`config.mk`:
```
export PLATFORM = sky130hd
export DESIGN_NAME = mwo_ram
export DESIGN_NICKNAME = d
export VERILOG_FILES = /design/src/rtl/core/multi_waveform_oscillator_sample_core_defines.svh /design/src/rtl/core/mwo_ram.sv
export SDC_FILE = /design/constraint.sdc
export NUM_CORES = 2
export LEC_CHECK = 0
export ABC_AREA = 1
export BUFFER_PORTS_ARGS = -buffer_cell sky130_fd_sc_hd__buf_4
export CAP_MARGIN = 20
export CELL_PAD_IN_SITES_DETAIL_PLACEMENT = 0
export CELL_PAD_IN_SITES_GLOBAL_PLACEMENT = 2
export CORE_MARGIN = 5
export CORE_UTILIZATION = 45
export DETAILED_ROUTE_END_ITERATION = 10
export GPL_TIMING_DRIVEN = 1
export PLACE_DENSITY_LB_ADDON = 0.1
export SLEW_MARGIN = 20
export SYNTH_ARGS = -nofsm -noshare
export SYNTH_HDL_FRONTEND = slang
export SYNTH_SLANG_ARGS = --single-unit
```
`constraint.sdc`:
```
create_clock -name clk -period 2.7 [get_ports clk]
set_input_delay 0.54 -clock clk [delete_from_list [all_inputs] [get_ports clk]]
set_output_delay 0.54 -clock clk [all_outputs]
set_load 0.01 [all_outputs]
```
`src/rtl/core/multi_waveform_oscillator_sample_core_defines.svh`:
```
// Assertion macros for the oscillator sample core.
// Taken in by the top level only; each macro samples on clk and is off during rst.
`ifndef MULTI_WAVEFORM_OSCILLATOR_SAMPLE_CORE_DEFINES_SVH
`define MULTI_WAVEFORM_OSCILLATOR_SAMPLE_CORE_DEFINES_SVH

// condition holds on every edge
`define MWO_CHECK(label, cond, msg) \
  label: assert property (@(posedge clk) disable iff (rst) (cond)) else $error(msg);

// antecedent implies consequent on the same edge
`define MWO_IMPLY(label, ante, cons, msg) \
  label: assert property (@(posedge clk) disable iff (rst) (ante) |-> (cons)) else $error(msg);

`endif

```
`src/rtl/core/mwo_ram.sv`:
```
// Generic single-write, single-read RAM with registered read data.
// No dependencies.
module mwo_ram #(
  parameter int WIDTH = 16,
  parameter int DEPTH = 256
) (
  input  logic                     clk,
  input  logic                     we,
  input  logic [$clog2(DEPTH)-1:0] waddr,
  input  logic [WIDTH-1:0]         wdata,
  input  logic                     re,
  input  logic [$clog2(DEPTH)-1:0] raddr,
  output logic [WIDTH-1:0]         rdata
);

  logic [WIDTH-1:0] mem [DEPTH];

  always_ff @(posedge clk) begin
    if (we) begin
      mem[waddr] <= wdata;
    end
    if (re) begin
      rdata <= mem[raddr];
    end
  end

endmodule

```
==> impl_metrics.env <==
export IMPL_die_w_um=617
export IMPL_finalWirelength_um=549000
export IMPL_place_area_um2=183000
export IMPL_yosysMostFrequentCell="nand2_1"
export IMPL_yosysTopAreaCell="edfxtp_1"
export IMPL_ant_nets=0
export IMPL_synth_edf_count=4112
export IMPL_clock_skew_ps=39.6
export IMPL_cp_start_kind="input pin"
export IMPL_numCtsBuffers=437
export IMPL_num_rows=223
export IMPL_gp_congestion=0.874
export IMPL_synth_compound_area_share=0
export IMPL_grt_pass1_wl_um=786000
export IMPL_clk_pin_slew_ps=60
export IMPL_violations="setup timing"
export IMPL_synth_xor_area_frac=0
export IMPL_net_switching_power_uw=32000
export IMPL_drt_first_pass_iters=6
export IMPL_combPwrFrac=0.072
export IMPL_final_max_slew_viol_count=0
export IMPL_place_hpwl_um=346000
export IMPL_min_path_type="in2reg"
export IMPL_clkLatencyLatePin_ps=960
export IMPL_final_area_um2=197000
export IMPL_powerDensity_nw_per_um2=714
export IMPL_vias_per_cell=5.68
export IMPL_core_area_um2=368000
export IMPL_cts_sinks=4112
export IMPL_ys_top_cells_by_area="edfxtp_1 74%, nand3_1 12%, nand2_1 9.5%, buf_2 1.5%, buf_4 0.74%"
export IMPL_rsz0062_at_grt="no"
export IMPL_syn_inst=13617
export IMPL_post_cts_buffers=0
export IMPL_path_max_fanout=17
export IMPL_ctsHtreeMaxLevel=5
export IMPL_synth_simple_gate_area_frac=0.223
export IMPL_synth_cell_types=14
export IMPL_setup_tns_ps=-54.2
export IMPL_p_leak_uw=0.0703
export IMPL_start_util=0.451
export IMPL_routedWlPerCell_um=27.8
export IMPL_finalPower_uw=141000
export IMPL_layout_setup_ws_ps=-48.1
export IMPL_max_freq_mhz=364
export IMPL_tightest_slew_ps=905
export IMPL_vias=112046
export IMPL_hold_viol_final=0
export IMPL_cts_root_buf="clkbuf_16"
export IMPL_synth_avg_cell_area_um2=12.2
export IMPL_ys_ff_latch=4112
export IMPL_ios=51
export IMPL_worstSetupPathType="in2reg"
export IMPL_post_route_drc_count=0
export IMPL_io_buffer_count=50
export IMPL_grt_pass1_vias=107878
export IMPL_p_sw_frac=0.228
export IMPL_maxCapViolCount=0
export IMPL_max_slew_margin=0.397
export IMPL_synth_ff_type="edfxtp_1"
export IMPL_synth_area_um2=166000
export IMPL_yosys_top_cells_count="4211 x nand2_1, 4112 x edfxtp_1, 4035 x nand3_1, 495 x buf_2, 283 x nor2_1"
export IMPL_clk_path_buf_depth=4
export IMPL_finalCritPeriodShare=1.02
export IMPL_ys_async_sr_fraction=0
export IMPL_critPathCaptureType="flip-flop"
export IMPL_synthMuxAreaShare=0
export IMPL_synthesis_nets=13652
export IMPL_fin_crit_ps=2750
export IMPL_first_iter_violations=12092
export IMPL_crit_required_ps=3400
export IMPL_internal_power_uw=109000
export IMPL_critPathArrivalTime_ps=3440
export IMPL_antenna_found_initial=25
export IMPL_synth_seq_area_share=0.744
export IMPL_nNetsFinal=14530
export IMPL_synth_top_area_frac=0.744
export IMPL_chipHeight_um=617
export IMPL_synth_top_family_by_area="simple AND/OR/NAND/NOR gates"
export IMPL_drive_gt1_frac=0.139
export IMPL_vdd_drop_max_v=0.000680
export IMPL_status="finished, violations left"
export IMPL_areaGrowthSynthToFinish_pct=18.8
export IMPL_yosysWarnings=0
export IMPL_clockPowerShare=0.427
export IMPL_grt_use_total=0.283
export IMPL_synthAdderAreaFrac=0
export IMPL_setup_violations=2
export IMPL_grt_max_degree=82
export IMPL_cts_tree="built"
export IMPL_seqPwrFrac=0.501
export IMPL_grt_ovfl_total=0
export IMPL_dieArea_um2=381000
## cells in the final DEF (no fill, tap or decap), types with 33 or more instances in the layout
| master | instances |
|---|---|
| clkinv_1 | 105 |
| clkinv_2 | 99 |
| edfxtp_1 | 4112 |
| clkbuf_16 | 450 |
| buf_4 | 927 |
| nand2_1 | 4195 |
| nand3_1 | 4031 |
| nor2_1 | 233 |
| buf_12 | 415 |
| clkbuf_1 | 80 |
| inv_1 | 33 |
| nor2_2 | 50 |
| bufinv_16 | 51 |
## state kept, by name, summed over array words and instances (netlist names)
name,count
mem,4096
rdata,16
## through the flow
stage | std cells | worst slack (ps) | hold WS, ps | utilization
5_1_grt | 19706 | 17.1 | 29.8 | 0.535
2_1_floorplan | 13617 | 320 | 639 | -
3_5_place_dp | 18882 | -1050 | 969 | 0.496
6_report | 19715 | -48.1 | 69.8 | 0.535
3_3_place_gp | 18882 | -1050 | 961 | 0.496
4_1_cts | 19702 | 31.5 | 11.8 | 0.535
## per-layer routing
layer	vias to the layer above	share of wire	global-route usage
li1	50499	-	-
met1	56536	0.42	0.402
met2	4233	0.47	0.451
met3	778	0.070	0.0370
met4	0	0.039	0.0984
met5	-	0	0
## worst max-delay path, cell delays in order
cell	delay, ps
buf_8	180
buf_12	280
buf_12	250
buf_4	330
nand3_1	120
nand3_1	90
nand3_1	110
nand3_1	240
nand3_1	300
nand3_1	480
nand2_1	160
nand2_1	130
nand2_1	70
## repair_timing
item | in CTS | in global routing
resized for setup | 1 | 5
hold endpoints to repair | 219 | 0
hold buffers | 10 | 0
endpoints found under the setup margin | 1 | 5
gates cloned | 0 | 1
## power groups by stage
stage               Combinational, µW  Sequential, µW  Clock (µW)
floorplan                        4350           71800           0
global placement                10000           71800           0
detailed placement              10100           71800           0
CTS                             10100           70500       60900
global route                    10800           70400       63600
finish                          10100           70500       60000
## path summary, 6_finish.rpt
check                                  start     endpoint  slack [ps]  depth (start not counted)
worst max-delay path                raddr[1]     rdata[7]         -50                         13
worst min-delay path               wdata[13]  mem[68][13]          70                          1
worst max register to register  mem[107][13]    rdata[13]         280                         11
worst min register to register   mem[202][4]     rdata[4]        1110                         10
## kinds of logic after synthesis
| group | Yosys count |
|---|---|
| simple gates | 8529 |
| flops | 4112 |
| buf+inv | 976 |
## cell type report
cell class | instances | area (µm²)
well taps | 4837 | 6050
clock buffers | 529 | 11500
diodes | 12 | 30.0
flip-flops and latches | 4112 | 123000
clock inverters | 281 | 2680
multi-input cells | 8529 | 37200
fillers | 30947 | 171000
inverters | 39 | 199
repair buffers | 1376 | 15800
No activity file was read; power rests on OpenSTA's default activity.
