--- config.mk ---
export PLATFORM = sky130hd
export DESIGN_NAME = mwo_sine_fill
export DESIGN_NICKNAME = d
export VERILOG_FILES = /design/src/rtl/core/multi_waveform_oscillator_sample_core_defines.svh /design/src/rtl/core/mwo_pkg.sv /design/src/rtl/core/mwo_sine_fill.sv
export SDC_FILE = /design/constraint.sdc
export NUM_CORES = 2
export LEC_CHECK = 0
export ABC_AREA = 0
export BUFFER_PORTS_ARGS = -buffer_cell sky130_fd_sc_hd__buf_2
export CAP_MARGIN = 30
export CORE_ASPECT_RATIO = 1.75
export CORE_MARGIN = 2
export CORE_UTILIZATION = 30
export CTS_BUF_LIST = sky130_fd_sc_hd__clkbuf_2
export CTS_CLUSTER_DIAMETER = 50
export DETAILED_ROUTE_END_ITERATION = 16
export PLACE_DENSITY = 0.5
export SLEW_MARGIN = 0
export SYNTH_ARGS = -nofsm -noshare
export SYNTH_HDL_FRONTEND = slang
export SYNTH_SLANG_ARGS = --single-unit
--- constraint.sdc ---
create_clock -name clk -period 15.8 [get_ports clk]
set_input_delay 1.58 -clock clk [delete_from_list [all_inputs] [get_ports clk]]
set_output_delay 1.58 -clock clk [all_outputs]
set_load 0.05 [all_outputs]
--- src/rtl/core/multi_waveform_oscillator_sample_core_defines.svh ---
// Assertion macros for the oscillator sample core.
// Taken in by the top level only; each macro samples on clk and is off during rst.
`ifndef MULTI_WAVEFORM_OSCILLATOR_SAMPLE_CORE_DEFINES_SVH
`define MULTI_WAVEFORM_OSCILLATOR_SAMPLE_CORE_DEFINES_SVH

// condition holds on every edge
`define MWO_CHECK(label, cond, msg) \
  label: assert property (@(posedge clk) disable iff (rst) (cond)) else $error(msg);

// antecedent implies consequent on the same edge
`define MWO_IMPLY(label, ante, cons, msg) \
  label: assert property (@(posedge clk) disable iff (rst) (ante) |-> (cons)) else $error(msg);

`endif

--- src/rtl/core/mwo_pkg.sv ---
// Shared types and constants for the oscillator sample core.
// No dependencies; compiled first.
package mwo_pkg;

  localparam int PHASE_W  = 16;
  localparam int SAMPLE_W = 16;
  localparam int MODE_W   = 3;
  localparam int WAVE_W   = 2;
  localparam int VOL_W    = 7;
  localparam int PITCH_W  = 6;
  localparam int MAG_W    = 15;   // quarter-wave magnitude, 0..32767
  localparam int PROD_W   = 24;   // sample x volume
  localparam int PMAG_W   = 23;   // magnitude of that product

  localparam int PITCH_STEPS = 49;
  localparam logic [PITCH_W-1:0] PITCH_MAX = PITCH_W'(PITCH_STEPS - 1);
  localparam logic [PITCH_W-1:0] PITCH_RESET =
    (24 < PITCH_STEPS - 1) ? PITCH_W'(24) : PITCH_W'(PITCH_STEPS - 1);

  localparam logic [VOL_W-1:0] MAX_GAIN   = 7'd100;
  localparam logic [VOL_W-1:0] RESET_GAIN = 7'd10;
  localparam logic [VOL_W-1:0] GAIN_STEP  = 7'd2;

  localparam logic [PHASE_W-1:0] PHASE_HALF = 16'h8000;
  localparam logic [PHASE_W-1:0] PHASE_QTR  = 16'h4000;
  localparam logic [PHASE_W-1:0] PHASE_3QTR = 16'hC000;
  localparam logic [SAMPLE_W-1:0] SAMPLE_MIN = 16'h8000;
  localparam logic [SAMPLE_W-1:0] SAMPLE_MAX = 16'h7FFF;

  // floor(m / 100) == (m * RECIP_100) >> RECIP_SHIFT for m below about 6.1e6
  localparam int RECIP_SHIFT = 29;
  localparam logic [PMAG_W-1:0] RECIP_100 = 23'd5368710;

  // quarter-wave polynomial coefficients (Q16)
  localparam logic [15:0] POLY_A = 16'd42048;
  localparam logic [12:0] POLY_B = 13'd4640;
  localparam logic [16:0] POLY_C = 17'd102944;
  localparam logic [14:0] FULL_SCALE = 15'd32767;
  localparam logic [32:0] ROUND_HALF = 33'd32768;

  typedef enum logic [MODE_W-1:0] {
    MODE_SAMPLE     = 3'd0,
    MODE_WAVE_NEXT  = 3'd1,
    MODE_WAVE_PREV  = 3'd2,
    MODE_PITCH_UP   = 3'd3,
    MODE_PITCH_DOWN = 3'd4,
    MODE_VOL_UP     = 3'd5,
    MODE_VOL_DOWN   = 3'd6
  } mode_t;

  typedef enum logic [WAVE_W-1:0] {
    WAVE_SINE     = 2'd0,
    WAVE_SQUARE   = 2'd1,
    WAVE_TRIANGLE = 2'd2,
    WAVE_SAW      = 2'd3
  } wave_t;

  localparam wave_t RESET_WAVE = WAVE_SQUARE;

  typedef enum logic {
    ST_FILL,
    ST_RUN
  } state_t;

  typedef struct packed {
    logic [MODE_W-1:0]  mode;
    logic [PHASE_W-1:0] phase;
  } in_t;

  typedef struct packed {
    logic signed [SAMPLE_W-1:0] sample;
    logic [WAVE_W-1:0]          wave_now;
    logic [VOL_W-1:0]           volume_now;
    logic [PITCH_W-1:0]         pitch_step;
  } out_t;

  typedef struct packed {
    logic wr_en;
    logic done;
  } fill_stat_t;

endpackage

--- src/rtl/core/mwo_sine_fill.sv ---
// Post-reset fill of the quarter-wave sine table: six-stage polynomial pipeline.
// Depends on mwo_pkg; drives the write port of the table RAM.
module mwo_sine_fill #(
  parameter int SINE_ADDR_BITS = 10
) (
  input  logic                          clk,
  input  logic                          rst,
  output mwo_pkg::fill_stat_t           stat,
  output logic [SINE_ADDR_BITS-2:0]     wr_addr,
  output logic [mwo_pkg::MAG_W-1:0]     wr_data
);
  import mwo_pkg::*;

  localparam int AW = SINE_ADDR_BITS - 1;
  localparam int XS = 18 - SINE_ADDR_BITS;
  localparam logic [AW-1:0] LAST = AW'(1) << (SINE_ADDR_BITS - 2);

  logic [AW-1:0] cnt;
  logic          issuing;
  logic [6:1]    vld;
  logic [AW-1:0] ra [1:6];
  logic          done;

  logic [16:0] x1, xb, xc, xd;
  logic [16:0] x2b, x2c;
  logic [15:0] t1c;
  logic [16:0] t2d;
  logic [16:0] ye;
  logic [MAG_W-1:0] fq;

  logic [33:0] p_b;
  logic [29:0] p_c;
  logic [32:0] p_d;
  logic [33:0] p_e;
  logic [32:0] p_f;

  assign p_b = {17'b0, x1} * {17'b0, x1};
  assign p_c = {13'b0, x2b} * {17'b0, POLY_B};
  assign p_d = {16'b0, x2c} * {17'b0, t1c};
  assign p_e = {17'b0, xd} * {17'b0, t2d};
  assign p_f = {16'b0, ye} * {18'b0, FULL_SCALE} + ROUND_HALF;

  always_ff @(posedge clk) begin
    if (rst) begin
      cnt     <= '0;
      issuing <= 1'b1;
      vld     <= '0;
      done    <= 1'b0;
    end else begin
      vld <= {vld[5:1], issuing};
      if (issuing) begin
        if (cnt == LAST) begin
          issuing <= 1'b0;
        end else begin
          cnt <= cnt + AW'(1);
        end
      end
      if (vld[6] && ra[6] == LAST) begin
        done <= 1'b1;
      end
    end
  end

  // payload stages, no reset
  always_ff @(posedge clk) begin
    x1    <= {cnt, {XS{1'b0}}};
    ra[1] <= cnt;
    // x^2
    x2b   <= p_b[32:16];
    xb    <= x1;
    ra[2] <= ra[1];
    // first Horner term
    t1c   <= POLY_A - {2'b0, p_c[29:16]};
    x2c   <= x2b;
    xc    <= xb;
    ra[3] <= ra[2];
    // second Horner term
    t2d   <= POLY_C - p_d[32:16];
    xd    <= xc;
    ra[4] <= ra[3];
    // y = x * t
    ye    <= p_e[32:16];
    ra[5] <= ra[4];
    // scale to 15-bit full scale with rounding
    fq    <= p_f[30:16];
    ra[6] <= ra[5];
  end

  assign stat.wr_en = vld[6];
  assign stat.done  = done;
  assign wr_addr    = ra[6];
  assign wr_data    = fq;

endmodule

==> impl_metrics.sql <==
INSERT INTO impl_metrics (metric_group, metric, value, unit) VALUES
('grt', 'grt_antenna_before_repair', '1', ''),
('floorplanning', 'fp.coreArea', '84000', 'sq um'),
('cts', 'cts-buffers-inserted', '17', ''),
('logic_synthesis', 'synth-warning-count', '0', ''),
('cts', 'post_cts_resize_count', '0', ''),
('run_status', 'status', 'complete, no violations', ''),
('finish', 'fillers', '8825', ''),
('pwr', 'power_frac_seq', '21.8', '%'),
('sta', 'slew_headroom', '33.0', '%'),
('place', 'final_gp_congestion', '0.858', ''),
('logic_synthesis', 'postSynthRegisterBits', '166', ''),
('cts', 'cts_root_buf', 'sky130_fd_sc_hd__clkbuf_2', ''),
('cts', 'tritoncts', 'built', ''),
('pwr', 'power.density_cell_area', '88.5', 'nW/um^2'),
('critical_path', 'worst-path-max-fanout', '17', ''),
('floorplanning', 'io_pins', '28', ''),
('finish', 'syn_to_final_growth', '5.78', '%'),
('detailed_routing', 'post-route-drc-count', '0', ''),
('detailed_routing', 'route.antenna.remaining_nets', '0', ''),
('logic_synthesis', 'avg_inst_size_synth', '9.60', 'sq um'),
('critical_path', 'critPathKind', 'flop to flop', ''),
('sta', 'report.final.slew_viol_count', '0', ''),
('sta', 'worst-slew-pin-transition', '0.993', 'ns'),
('critical_path', 'worstPathRequired', '16.66', 'ns'),
('floorplanning', 'fp.dieArea', '86900', 'sq um'),
('place', 'place.port_buffers', '27', ''),
('critical_path', 'critical_path.startpoint', 'x2c[9]', ''),
('cts', 'ctsHtreeMaxLevel', '4', ''),
('finish', 'drive_gt1_share', '3.42', '%'),
('hold_path', 'hp-class', 'flop to flop', ''),
('sta', 'final_hold_viol_count', '0', ''),
('cts', 'cts_sinks', '166', ''),
('detailed_routing', 'routed_wirelength', '59600', 'um'),
('pwr', 'share_comb_of_total_power', '67.4', '%'),
('grt', 'grt_usage', '14.3', '%'),
('finish', 'multiInputGateArea', '19500', 'sq um'),
('grt', 'grt-ovfl-total', '0', ''),
('sta', 'setup_viol', '0', ''),
('floorplanning', 'dieHeight', '388', 'um'),
('detailed_routing', 'firstDrtPassIters', '7', ''),
('finish', 'sequential_cell_area', '3320', 'sq um'),
('finish', 'post_layout_net_count', '3418', ''),
('pwr', 'p_sw_share', '48.3', '%'),
('critical_path', 'cp-start-kind', 'flop', ''),
('sta', 'timing.fmax', '132', 'MHz'),
('logic_synthesis', 'netlist_instances', '2640', ''),
('logic_synthesis', 'post_synth_num_cell_types', '80', ''),
('cts', 'postCtsHoldBufs', '0', ''),
('hold_path', 'hold_path_startpoint', 'ra[0][45]', ''),
('sta', 'tns', '0', 'ns'),
('sta', 'setup_repair_after_global_routing_missed_its_margin', 'no', ''),
('logic_synthesis', 'synthDominantCellAreaShare', '37.1', '%'),
('logic_synthesis', 'syn-cell-area', '25300', 'sq um'),
('logic_synthesis', 'synth_sequential_area_ratio', '13.1', '%'),
('logic_synthesis', 'post-synth-top-area-cell', 'sky130_fd_sc_hd__fa_1', ''),
('pwr', 'worst_ir_drop_vdd', '0.121', 'mV'),
('floorplanning', 'chipWidth', '224', 'um'),
('logic_synthesis', 'most_frequent_cell_after_synthesis', 'sky130_fd_sc_hd__inv_1', ''),
('pwr', 'clock_power_share', '10.8', '%'),
('grt', 'grt_start_max_net_pins', '19', ''),
('run', 'max_capacitance_violation_count', '0', ''),
('logic_synthesis', 'synth_enable_flop_cells', '0', ''),
('pwr', 'power.net_switching', '0.00115', 'W'),
('sta', 'post-route-min-period', '7.55', 'ns'),
('grt', 'via_count_of_the_first_global_routing_pass', '18600', ''),
('critical_path', 'timing.rr.start', 'x2c[9]', ''),
('logic_synthesis', 'yosys-top-cells-count', 'sky130_fd_sc_hd__inv_1, sky130_fd_sc_hd__fa_1, sky130_fd_sc_hd__ha_1', ''),
('sta', 'skew', '0.0668', 'ns'),
('detailed_routing', 'drt-wirelength-per-cell', '16.1', 'um'),
('cts', 'cts_post_setup_buffers_inserted', '0', ''),
('cts', 'clock_latency', '0.93', 'ns');
[per-layer routing]
metal	global-route usage, %	share of wire (%)	vias to the layer above
li1	-	-	8002
met1	13.3	34	8563
met2	30.8	61	176
met3	1.03	1.3	92
met4	5.92	3.7	0
met5	0	0	-
[path summary, 6_finish.rpt]
kind / to / slack [ns] / cells after the start
max: t2d[14] / 8.25 / 22
min: ra[0][54] / 0.32 / 0
max reg2reg: t2d[14] / 8.25 / 22
min reg2reg: ra[0][54] / 0.32 / 0
[stage by stage]
stage	area, sq um	total power, W	hold slack (ns)	instances	setup slack, ns
after floorplan	25400	0.00176	0.310	2646	9.14
after global placement	26500	0.00216	0.312	3672	8.44
after detailed placement	26500	0.00217	0.312	3672	8.26
after CTS	26800	0.00244	0.303	3704	8.21
after global routing	26800	0.00266	0.313	3705	7.62
final	26800	0.00237	0.315	3705	8.25
[placed cells by master, fill, tap and decap left out, drive strengths merged, types with 18 or more instances in the layout]
master / n
inv: 606
fa: 469
ha: 328
nand2: 262
and2: 232
dfxtp: 166
xnor2: 69
nor2: 64
a21oi: 54
o21ai: 46
xor2: 34
buf: 31
nor2b: 22
nand3: 21
clkbuf: 18
[registers in the layout (all words and copies together) (netlist names)]
signal,flops
ra,22
cnt,9
x2c,16
vld,6
xc,7
t2d,17
x2b,16
wr_data,15
issuing,1
xb,7
ye,17
xd,8
done,1
t1c,16
x1,8
[cell type report]
cell class / count / area share, %
Antenna cell: 1 / 0.00934
Clock buffer: 18 / 0.336
Clock inverter: 14 / 0.668
Inverter: 599 / 8.39
Multi-Input combinational cell: 1804 / 72.6
Sequential cell: 166 / 12.4
Tap cell: 1072 / 5.00
Timing Repair Buffer: 31 / 0.616
[power groups by stage]
| stage | clock [W] | sequential, W | combinational, W |
|---|---|---|---|
| after global placement | 0 | 0.000530 | 0.00163 |
| after global routing | 0.000286 | 0.000524 | 0.00185 |
| after CTS | 0.000271 | 0.000521 | 0.00165 |
| after detailed placement | 0 | 0.000529 | 0.00164 |
| final | 0.000256 | 0.000518 | 0.00160 |
| after floorplan | 0 | 0.000540 | 0.00122 |
[cell families (layout without fill, tap and decap cells)]
logic type / Yosys count / after routing / share of synthesized area (%)
adders and majority gates: 797 / 797 / 53.2
and+or+nand+nor: 683 / 683 / 13.7
buffers and inverters: 676 / 662 / 10.2
AOI/OAI and AO/OA: 205 / 205 / 5.78
DFF: 166 / 166 / 13.1
xor gates and xnor gates: 104 / 104 / 3.65
muxes: 7 / 7 / 0.291
other: 2 / 9 / 0.0296
[worst max-delay path: stages, from the launching register on]
cell	delay, ns
sky130_fd_sc_hd__dfxtp_1	0.88
sky130_fd_sc_hd__nand2_1	0.16
sky130_fd_sc_hd__fa_1	0.53
sky130_fd_sc_hd__inv_1	0.05
sky130_fd_sc_hd__fa_1	0.48
sky130_fd_sc_hd__fa_1	0.53
sky130_fd_sc_hd__fa_1	0.52
sky130_fd_sc_hd__fa_1	0.54
sky130_fd_sc_hd__inv_1	0.05
sky130_fd_sc_hd__fa_1	0.52
sky130_fd_sc_hd__inv_1	0.04
sky130_fd_sc_hd__ha_1	0.58
sky130_fd_sc_hd__a21oi_1	0.13
sky130_fd_sc_hd__o21ai_0	0.29
sky130_fd_sc_hd__nor3_1	0.08
sky130_fd_sc_hd__o31a_2	0.15
sky130_fd_sc_hd__o31ai_1	0.26
sky130_fd_sc_hd__xor2_1	0.53
sky130_fd_sc_hd__a2111oi_4	0.10
sky130_fd_sc_hd__o21ai_1	0.45
sky130_fd_sc_hd__a21oi_1	0.08
sky130_fd_sc_hd__nor4_1	0.33
sky130_fd_sc_hd__o2111a_1	0.23
(Power assumes the default switching activity.)
